## src/design/mbcd_pkg.sv

```systemverilog
`timescale 1ns / 1ps
// ----------------------------------------------------------------------------
// Motor base command drive package
// Shared codes, widths, payload structs and the bridge drive function.
// ----------------------------------------------------------------------------
package mbcd_pkg;

    localparam int WORD_W   = 16;
    localparam int DUTY_W   = 15;
    localparam int STEP_W   = 2;
    localparam int INDEX_W  = 3;

    localparam logic [DUTY_W-1:0]  PWM_MAX_RESET = 15'd999;
    localparam logic [INDEX_W-1:0] STATUS_LAST   = 3'd5;

    typedef enum logic [1:0] {
        REQ_COMMAND = 2'd0,
        REQ_STATUS  = 2'd1,
        REQ_STEP    = 2'd2
    } req_kind_t;

    typedef enum logic [7:0] {
        CMD_CLEAR_COUNTS = 8'd1,
        CMD_LOAD_A       = 8'd2,
        CMD_LOAD_B       = 8'd5,
        CMD_LOAD_C       = 8'd6
    } cmd_code_t;

    typedef enum logic [1:0] {
        DIR_STOP     = 2'd0,
        DIR_FORWARD  = 2'd1,
        DIR_BACKWARD = 2'd2
    } dir_t;

    typedef struct packed {
        logic [1:0]               req_type;
        logic [7:0]               command;
        logic signed [WORD_W-1:0] left_value;
        logic signed [WORD_W-1:0] right_value;
        logic signed [STEP_W-1:0] left_step;
        logic signed [STEP_W-1:0] right_step;
    } item_t;

    typedef struct packed {
        dir_t              dir;
        logic [DUTY_W-1:0] duty;
    } drive_t;

    typedef struct packed {
        drive_t            left_drive;
        drive_t            right_drive;
        logic              is_status;
        logic [WORD_W-1:0] left_count;
        logic [WORD_W-1:0] right_count;
        logic [WORD_W-1:0] left_setpoint;
        logic [WORD_W-1:0] right_setpoint;
    } result_t;

    function automatic drive_t drive_side(input logic [WORD_W-1:0] sp,
                                          input logic [DUTY_W-1:0] pwm_max);
        drive_t            d;
        logic [WORD_W-1:0] mag;
        logic [WORD_W-1:0] limit;
        limit = {1'b0, pwm_max};
        if (sp[WORD_W-1])
        begin
            mag   = WORD_W'(~sp + 1'b1);
            d.dir = DIR_BACKWARD;
        end
        else
        begin
            mag   = sp;
            d.dir = DIR_FORWARD;
        end
        if (mag > limit)
        begin
            mag = limit;
        end
        d.duty = mag[DUTY_W-1:0];
        if (sp == '0)
        begin
            d.dir  = DIR_STOP;
            d.duty = '0;
        end
        return d;
    endfunction

endpackage

```

## src/design/mbcd_req_if.sv

```systemverilog
`timescale 1ns / 1ps
// ----------------------------------------------------------------------------
// Request channel interface
// Valid/ready channel carrying one request word.
// ----------------------------------------------------------------------------
interface mbcd_req_if;
    logic               valid;
    logic               ready;
    logic [1:0]         req_type;
    logic [7:0]         command;
    logic signed [15:0] left_value;
    logic signed [15:0] right_value;
    logic signed [1:0]  left_step;
    logic signed [1:0]  right_step;

    modport source (output valid, req_type, command, left_value, right_value,
                    left_step, right_step, input ready);
    modport sink (input valid, req_type, command, left_value, right_value,
                  left_step, right_step, output ready);
endinterface

```

## src/design/mbcd_rsp_if.sv

```systemverilog
`timescale 1ns / 1ps
// ----------------------------------------------------------------------------
// Response channel interface
// Valid/ready channel carrying one drive and status word.
// ----------------------------------------------------------------------------
interface mbcd_rsp_if;
    logic               valid;
    logic               ready;
    logic [1:0]         left_dir;
    logic [14:0]        left_duty;
    logic [1:0]         right_dir;
    logic [14:0]        right_duty;
    logic [2:0]         status_index;
    logic signed [15:0] status_word;
    logic               last;

    modport source (output valid, left_dir, left_duty, right_dir, right_duty,
                    status_index, status_word, last, input ready);
    modport sink (input valid, left_dir, left_duty, right_dir, right_duty,
                  status_index, status_word, last, output ready);
endinterface

```

## src/design/mbcd_exec.sv

```systemverilog
`timescale 1ns / 1ps
// ----------------------------------------------------------------------------
// Motor base command execution
// Holds setpoints and encoder counts, applies one request word and forms
// the drive state and status snapshot for it.
// ----------------------------------------------------------------------------
module mbcd_exec
    import mbcd_pkg::*;
(
    input  logic              clk,
    input  logic              rst_n,
    input  logic              fire,
    input  item_t             item,
    input  logic [DUTY_W-1:0] pwm_max,
    output result_t           res
);

    logic [WORD_W-1:0] left_sp_reg, left_sp_next;
    logic [WORD_W-1:0] right_sp_reg, right_sp_next;
    logic [WORD_W-1:0] left_cnt_reg, left_cnt_next;
    logic [WORD_W-1:0] right_cnt_reg, right_cnt_next;
    logic [WORD_W-1:0] left_inc;
    logic [WORD_W-1:0] right_inc;

    always_comb
    begin
        left_sp_next   = left_sp_reg;
        right_sp_next  = right_sp_reg;
        left_cnt_next  = left_cnt_reg;
        right_cnt_next = right_cnt_reg;
        left_inc  = {{(WORD_W-STEP_W){item.left_step[STEP_W-1]}}, item.left_step};
        right_inc = {{(WORD_W-STEP_W){item.right_step[STEP_W-1]}}, item.right_step};
        case (item.req_type)
            REQ_COMMAND:
            begin
                if (item.command == CMD_CLEAR_COUNTS)
                begin
                    left_cnt_next  = '0;
                    right_cnt_next = '0;
                end
                else if (item.command == CMD_LOAD_A || item.command == CMD_LOAD_B ||
                         item.command == CMD_LOAD_C)
                begin
                    left_sp_next  = item.left_value;
                    right_sp_next = item.right_value;
                end
            end
            REQ_STEP:
            begin
                left_cnt_next  = left_cnt_reg + left_inc;
                right_cnt_next = right_cnt_reg + right_inc;
            end
            default:
            begin
            end
        endcase
    end

    always_comb
    begin
        res.left_drive     = drive_side(left_sp_next, pwm_max);
        res.right_drive    = drive_side(right_sp_next, pwm_max);
        res.is_status      = (item.req_type == REQ_STATUS);
        res.left_count     = left_cnt_reg;
        res.right_count    = right_cnt_reg;
        res.left_setpoint  = left_sp_reg;
        res.right_setpoint = right_sp_reg;
    end

    always_ff @(posedge clk or negedge rst_n)
    begin
        if (!rst_n)
        begin
            left_sp_reg   <= '0;
            right_sp_reg  <= '0;
            left_cnt_reg  <= '0;
            right_cnt_reg <= '0;
        end
        else if (fire)
        begin
            left_sp_reg   <= left_sp_next;
            right_sp_reg  <= right_sp_next;
            left_cnt_reg  <= left_cnt_next;
            right_cnt_reg <= right_cnt_next;
        end
    end

endmodule

```

## src/design/mbcd_burst.sv

```systemverilog
`timescale 1ns / 1ps
// ----------------------------------------------------------------------------
// Motor base response register
// Holds one result and plays it out as a single word or a six-word status
// burst.
// ----------------------------------------------------------------------------
module mbcd_burst
    import mbcd_pkg::*;
(
    input  logic         clk,
    input  logic         rst_n,
    input  logic         load,
    input  result_t      res,
    output logic         free,
    mbcd_rsp_if.source   rsp
);

    logic                valid_reg, valid_next;
    logic [INDEX_W-1:0]  idx_reg, idx_next;
    result_t             res_reg;
    logic                is_last;
    logic [WORD_W-1:0]   word;

    assign is_last = !res_reg.is_status || (idx_reg == STATUS_LAST);
    assign free    = !valid_reg || (rsp.ready && is_last);

    always_comb
    begin
        case (idx_reg)
            3'd1:    word = res_reg.left_count;
            3'd2:    word = res_reg.right_count;
            3'd3:    word = res_reg.left_setpoint;
            3'd4:    word = res_reg.right_setpoint;
            default: word = '0;
        endcase
    end

    always_comb
    begin
        valid_next = valid_reg;
        idx_next   = idx_reg;
        if (load)
        begin
            valid_next = 1'b1;
            idx_next   = '0;
        end
        else if (valid_reg && rsp.ready)
        begin
            if (is_last)
            begin
                valid_next = 1'b0;
            end
            else
            begin
                idx_next = idx_reg + 1'b1;
            end
        end
    end

    always_ff @(posedge clk or negedge rst_n)
    begin
        if (!rst_n)
        begin
            valid_reg <= 1'b0;
            idx_reg   <= '0;
        end
        else
        begin
            valid_reg <= valid_next;
            idx_reg   <= idx_next;
        end
    end

    always_ff @(posedge clk)
    begin
        if (load)
        begin
            res_reg <= res;
        end
    end

    assign rsp.valid        = valid_reg;
    assign rsp.left_dir     = res_reg.left_drive.dir;
    assign rsp.left_duty    = res_reg.left_drive.duty;
    assign rsp.right_dir    = res_reg.right_drive.dir;
    assign rsp.right_duty   = res_reg.right_drive.duty;
    assign rsp.status_index = res_reg.is_status ? idx_reg : '0;
    assign rsp.status_word  = res_reg.is_status ? word : '0;
    assign rsp.last         = is_last;

endmodule

```

## src/design/motor_base_command_drive.sv

```systemverilog
`timescale 1ns / 1ps
// ----------------------------------------------------------------------------
// Motor base command drive
// A request word is held in the input register and then loaded into the
// response register once that register is free. Throughput: one request
// word per cycle for commands and encoder steps while the receiver takes
// every result; a status read holds the response register for its six words.
// Reset clears setpoints, counts and both valid flags and sets pwm_max to 999.
// ----------------------------------------------------------------------------
module motor_base_command_drive
    import mbcd_pkg::*;
(
    input  logic              clk,
    input  logic              rst_n,
    input  logic              cfg_wr_en,
    input  logic [DUTY_W-1:0] cfg_wr_data,
    mbcd_req_if.sink          req,
    mbcd_rsp_if.source        rsp
);

    logic              in_valid_reg, in_valid_next;
    item_t             item_reg;
    logic [DUTY_W-1:0] pwm_max_reg;
    logic              free;
    logic              fire;
    logic              accept;
    result_t           res;

    assign fire      = in_valid_reg && free;
    assign req.ready = !in_valid_reg || free;
    assign accept    = req.valid && req.ready;

    always_comb
    begin
        in_valid_next = in_valid_reg;
        if (accept)
        begin
            in_valid_next = 1'b1;
        end
        else if (fire)
        begin
            in_valid_next = 1'b0;
        end
    end

    always_ff @(posedge clk or negedge rst_n)
    begin
        if (!rst_n)
        begin
            in_valid_reg <= 1'b0;
            pwm_max_reg  <= PWM_MAX_RESET;
        end
        else
        begin
            in_valid_reg <= in_valid_next;
            if (cfg_wr_en)
            begin
                pwm_max_reg <= cfg_wr_data;
            end
        end
    end

    always_ff @(posedge clk)
    begin
        if (accept)
        begin
            item_reg.req_type    <= req.req_type;
            item_reg.command     <= req.command;
            item_reg.left_value  <= req.left_value;
            item_reg.right_value <= req.right_value;
            item_reg.left_step   <= req.left_step;
            item_reg.right_step  <= req.right_step;
        end
    end

    mbcd_exec u_exec (
        .clk     (clk),
        .rst_n   (rst_n),
        .fire    (fire),
        .item    (item_reg),
        .pwm_max (pwm_max_reg),
        .res     (res)
    );

    mbcd_burst u_burst (
        .clk   (clk),
        .rst_n (rst_n),
        .load  (fire),
        .res   (res),
        .free  (free),
        .rsp   (rsp)
    );

    a_fire_shows_result: assert property (@(posedge clk) disable iff (!rst_n)
        fire |=> rsp.valid)
        else $error("Processed word did not reach the response register.");

    a_burst_advances: assert property (@(posedge clk) disable iff (!rst_n)
        rsp.valid && rsp.ready && !rsp.last |=>
            rsp.valid && (rsp.status_index == 3'($past(rsp.status_index) + 3'd1)))
        else $error("Status burst did not step to the next word.");

    a_last_index: assert property (@(posedge clk) disable iff (!rst_n)
        rsp.valid && rsp.status_index != '0 && rsp.last |->
            rsp.status_index == STATUS_LAST)
        else $error("Status burst ended early.");

    a_held_word_waits: assert property (@(posedge clk) disable iff (!rst_n)
        in_valid_reg && !fire |=> in_valid_reg)
        else $error("Held request word was dropped.");

endmodule

```

## src/flat_wrapper.sv

```systemverilog
// flat-port wrapper written by rule: the top's interface ports become plain ports
module motor_base_command_drive_flat import mbcd_pkg::*;
  (clk, rst_n, cfg_wr_en, cfg_wr_data, req_valid, req_req_type, req_command, req_left_value, req_right_value, req_left_step, req_right_step, req_ready, rsp_valid, rsp_left_dir, rsp_left_duty, rsp_right_dir, rsp_right_duty, rsp_status_index, rsp_status_word, rsp_last, rsp_ready);
  mbcd_req_if req_i ();
  mbcd_rsp_if rsp_i ();
  input  logic clk;
  input  logic rst_n;
  input  logic cfg_wr_en;
  input  logic [DUTY_W-1:0] cfg_wr_data;
  input wire logic [$bits(req_i.valid)-1:0] req_valid;
  input wire logic [$bits(req_i.req_type)-1:0] req_req_type;
  input wire logic [$bits(req_i.command)-1:0] req_command;
  input wire logic [$bits(req_i.left_value)-1:0] req_left_value;
  input wire logic [$bits(req_i.right_value)-1:0] req_right_value;
  input wire logic [$bits(req_i.left_step)-1:0] req_left_step;
  input wire logic [$bits(req_i.right_step)-1:0] req_right_step;
  output wire logic [$bits(req_i.ready)-1:0] req_ready;
  output wire logic [$bits(rsp_i.valid)-1:0] rsp_valid;
  output wire logic [$bits(rsp_i.left_dir)-1:0] rsp_left_dir;
  output wire logic [$bits(rsp_i.left_duty)-1:0] rsp_left_duty;
  output wire logic [$bits(rsp_i.right_dir)-1:0] rsp_right_dir;
  output wire logic [$bits(rsp_i.right_duty)-1:0] rsp_right_duty;
  output wire logic [$bits(rsp_i.status_index)-1:0] rsp_status_index;
  output wire logic [$bits(rsp_i.status_word)-1:0] rsp_status_word;
  output wire logic [$bits(rsp_i.last)-1:0] rsp_last;
  input wire logic [$bits(rsp_i.ready)-1:0] rsp_ready;
  assign req_i.valid = req_valid;
  assign req_i.req_type = req_req_type;
  assign req_i.command = req_command;
  assign req_i.left_value = req_left_value;
  assign req_i.right_value = req_right_value;
  assign req_i.left_step = req_left_step;
  assign req_i.right_step = req_right_step;
  assign req_ready = req_i.ready;
  assign rsp_valid = rsp_i.valid;
  assign rsp_left_dir = rsp_i.left_dir;
  assign rsp_left_duty = rsp_i.left_duty;
  assign rsp_right_dir = rsp_i.right_dir;
  assign rsp_right_duty = rsp_i.right_duty;
  assign rsp_status_index = rsp_i.status_index;
  assign rsp_status_word = rsp_i.status_word;
  assign rsp_last = rsp_i.last;
  assign rsp_i.ready = rsp_ready;
  motor_base_command_drive u_core (.clk(clk), .rst_n(rst_n), .cfg_wr_en(cfg_wr_en), .cfg_wr_data(cfg_wr_data), .req(req_i), .rsp(rsp_i));
endmodule
```

## config.mk

```make
export PLATFORM = sky130hd
export DESIGN_NAME = motor_base_command_drive_flat
export DESIGN_NICKNAME = d
export VERILOG_FILES = /design/src/design/mbcd_pkg.sv /design/src/design/mbcd_req_if.sv /design/src/design/mbcd_rsp_if.sv /design/src/design/mbcd_exec.sv /design/src/design/mbcd_burst.sv /design/src/design/motor_base_command_drive.sv /design/src/flat_wrapper.sv
export SDC_FILE = /design/constraint.sdc
export NUM_CORES = 1
export LEC_CHECK = 0
export BUFFER_PORTS_ARGS = -buffer_cell sky130_fd_sc_hd__buf_2
export CAP_MARGIN = 10
export CELL_PAD_IN_SITES_DETAIL_PLACEMENT = 1
export CELL_PAD_IN_SITES_GLOBAL_PLACEMENT = 2
export CORE_MARGIN = 2
export CORE_UTILIZATION = 38
export DETAILED_ROUTE_END_ITERATION = 10
export PLACE_DENSITY = 0.83
export SYNTH_ARGS = -nofsm -noshare
export SYNTH_HDL_FRONTEND = slang
export SYNTH_SLANG_ARGS = --single-unit
```

## constraint.sdc

```tcl
create_clock -name clk -period 16.2 [get_ports clk]
set_input_delay 1.62 -clock clk [delete_from_list [all_inputs] [get_ports clk]]
set_output_delay 1.62 -clock clk [all_outputs]
set_load 0.01 [all_outputs]
```

==> results by group <==
CTS
  • Clk sinks: 229
  • Skew-Pair Late Insertion Delay: 0.56 ns
  • Num CTS Buffers: 29
  • Post-CTS Setup Inserts: 0
  • Clock transition at path regs: 0.06 ns
  • Cts hold-fix bufs: 0
  • Clock Path Buffers: 3
  • # resized after CTS: 0
  • TritonCTS clock tree: yes
  • Root Driver: clkbuf_16
  • H-tree Lvls: 1

Logic synthesis
  • Mapped cell area: 12,270 um2
  • Syn Nets: 1,213
  • Sequential area share after synthesis: 52.71%
  • Post-synth cell types: 69
  • Yosys warns: 0
  • Number of synthesized flops with an enable pin: 145
  • Mapped Avg Cell Area: 11.38 um2
  • Mapped Cells: 1,078
  • Synth Register Bits: 229
  • Asr flop ratio synth: 36.68%
  • Synth top area cells: edfxtp_1 35%, dfrtp_1 16%, ha_1 6.8%, o21ai_0 2.9%, mux2i_1 2.9%
  • Largest area contributor in the netlist: edfxtp_1
  • Main synth FF type: edfxtp_1
  • Top cell type's share of synthesized area: 35.50%

Layout
  • Area grow syn2layout: 14.07%
  • Antenna diodes: 0
  • Max reg flops: 65
  • Share of cells above drive strength 1: 19.43%
  • Post-layout instance area: 13,990 um2
  • Nets: 1,301

Drt
  • Iteration-0 DRC Markers: 660
  • WL per Instance: 21.98 um
  • Final wirelength: 34.98 mm
  • Via count: 8,945
  • Final antenna-violating net count: 0
  • Via density: 5.622
  • DRC violations left: 0
  • DRT Pass-1 Iters: 5

Power and ir drop
  • Power per standard cell area: 144.7 nW/um2
  • Gate power share: 28.9%
  • Internal cell power: 1.348 mW
  • Clk pwr share: 30.9%
  • Net Sw Power: 0.6770 mW
  • P_leak: 5.870 nW
  • Flop pwr share: 40.2%
  • Peak VDD IR: 0.00009152 V
  • Switch share: 33.43%

STA
  • Min Tclk post-route: 6.069 ns
  • Unrepaired setup endpoints after global routing: false
  • Clock Skew: 0.01546 ns
  • Slew at the pin with the worst max-slew slack: 1.085 ns
  • Fin. Hold Viols: 0
  • Slew Viols, Final: 0
  • FMAX: 164.8 MHz
  • Final setup violation count: 0
  • Crit share post-route: 37.46%
  • Final setup TNS: 0 ns
  • Relative slew slack: 27.42%

Run status
  • Outcome: completed

GRT
  • Antenna violations before repair: 0
  • Total Routing Usage GR: 21.02%
  • Vias in the first global route: 9,231
  • Pin count of the biggest net entering global routing: 81
  • Grt total ovfl: 0
  • First-pass GRT wire length: 54.73 mm

Placement
  • Post-DP HPWL: 24.91 mm
  • Post-DP Area: 13,030 um2
  • RD Place Congestion: 0.8846
  • Port bufs: 121

Critical path
  • Crit start category: register
  • Critical Path RT: 16.47 ns
  • CP cell instances: or4_4 -> a2111o_2 -> buf_4 -> mux2i_1 -> ha_1 -> nand3_1 -> o31ai_1 -> xor2_1 -> o21ai_0 -> ha_1 -> o21ai_0 -> o221ai_1 -> a21o_1 -> a2111oi_0 -> o32a_1 -> mux2i_1 -> nor2_1
  • Critical path buffers and inverters: 1
  • Slowest CP cell: o32a_1
  • Worst Path Arrival: 6.34 ns
  • WS Path Type: register to register
  • Critical path peak fanout: 44
  • CP endpoint kind: register
  • Peak per-stage delay on the critical path: 0.84 ns
  • Delay-heaviest family, CP: compound AO/OA/AOI/OAI gates

Run
  • Max Cap Viol: 0

Die
  • Die area: 33,730 um2
  • Die H: 183.7 um
  • Initial Utilization: 38.77%
  • Placeable Area: 31,640 um2
  • Chip Width: 183.7 um
  • Row count: 65
  • IO Count: 122

Hold path
  • Min-delay worst type: register to register
-- power groups by stage --
stage | logic, mW | clock network (mW) | registers (mW)
CTS | 0.587 | 0.641 | 0.814
floorplan | 0.446 | 0 | 0.793
global route | 0.659 | 0.664 | 0.825
global placement | 0.560 | 0 | 0.820
detailed placement | 0.580 | 0 | 0.824
finish | 0.585 | 0.625 | 0.815
-- final cells by class --
cell class                      instances  area, um2
Multi-Input combinational cell        736       5230
Clock inverter                         10      87.58
Timing Repair Buffer                  134      725.7
Tap cell                              402      503.0
Sequential cell                       229       6466
Clock buffer                           44      842.1
Fill cell                            3390      17640
Inverter                               36      137.6
-- synthesized netlist by cell type, types with 10 or more instances --
cell / number
mux2i_1: 35
clkbuf_1: 28
xnor2_1: 24
nand3_1: 30
xor2_1: 31
a21o_1: 15
mux2_2: 26
a211oi_1: 13
a21oi_1: 59
nor2b_1: 10
a22oi_1: 32
o21ai_0: 72
a22o_1: 10
nor2_1: 59
nor4_1: 11
inv_1: 35
nand2_1: 78
ha_1: 67
nor3_1: 29
edfxtp_1: 145
dfrtp_1: 76
nand4b_1: 11
buf_4: 36
-- cell usage in the layout (no fill, tap or decap), types with 9 or more instances in the layout --
master,Yosys,final
dfrtp_1,76,76
edfxtp_1,145,145
clkbuf_16,0,29
buf_4,36,12
nor4_1,11,11
xor2_1,31,31
o21ai_0,72,72
nor2_1,59,59
nand3_1,30,30
a21oi_1,59,59
clkbuf_1,28,9
nor2b_1,10,10
a211oi_1,13,13
nand4b_1,11,11
a22oi_1,32,32
inv_1,35,34
nand2_1,78,78
nor3_1,29,29
xnor2_1,24,24
ha_1,67,67
a22o_1,10,10
a21o_1,15,15
buf_2,7,120
mux2i_1,35,35
nand4_1,9,9
mux2_2,26,26
-- cells by family (layout without fill, tap and decap cells) --
group	count (synthesis)	after routing	synth area share, %
and+or+nand+nor	281	281	11.36
AOI/OAI and AO/OA	267	267	14.28
DFF	229	229	52.71
buffers and inverters	113	224	4.824
adders and majority gates	69	69	7.160
muxes	64	64	5.732
xor gates and xnor gates	55	55	3.927
-- metrics by stage --
step                hold slack (ns)  util [%]  power, mW  cells  setup WS [ns]
detailed placement           0.4698     41.18      1.404   1535          10.21
finish                       0.4831     44.23      2.025   1591          10.13
global placement             0.4555     41.18      1.380   1535          10.39
floorplan                    0.4411         -      1.239   1078          10.81
CTS                          0.4848     44.12      2.042   1589          10.21
global route                 0.4927     44.23      2.148   1591          9.761
-- worst reg2reg max path, cell delays in order, from the launching register on --
cell and delay (ns):
edfxtp_1 0.36, or4_4 0.57, a2111o_2 0.36, buf_4 0.32
mux2i_1 0.44, ha_1 0.43, nand3_1 0.16, o31ai_1 0.29
xor2_1 0.10, o21ai_0 0.31, ha_1 0.32, o21ai_0 0.17
o221ai_1 0.13, a21o_1 0.20, a2111oi_0 0.44, o32a_1 0.84
mux2i_1 0.30, nor2_1 0.06
-- final timing paths --
check,from,endpoint,slack (ns),cells past startpoint
worst max-delay path,u_core.item_reg[43],u_core.u_burst.rsp.right_duty[8],10.13,17
worst min-delay path,u_core.u_exec.right_cnt_reg[11],u_core.u_burst.res_reg[43],0.48,0
worst max register to register,u_core.item_reg[43],u_core.u_burst.rsp.right_duty[8],10.13,17
worst min register to register,u_core.u_exec.right_cnt_reg[11],u_core.u_burst.res_reg[43],0.48,0
max in group asynchronous,rst_n,u_core.u_exec.left_sp_reg[10],14.00,2
min in group asynchronous,rst_n,u_core.pwm_max_reg[11],1.04,1
-- routing by layer --
| layer | share of wire [%] | GRT usage [%] | vias up |
|---|---|---|---|
| met5 | 0 | 0 | - |
| met4 | 2.5 | 5.824 | 0 |
| met3 | 3.7 | 2.456 | 48 |
| met2 | 45 | 32.86 | 203 |
| met1 | 48 | 30.82 | 4505 |
| li1 | - | - | 4189 |
(Power assumes the default switching activity.)
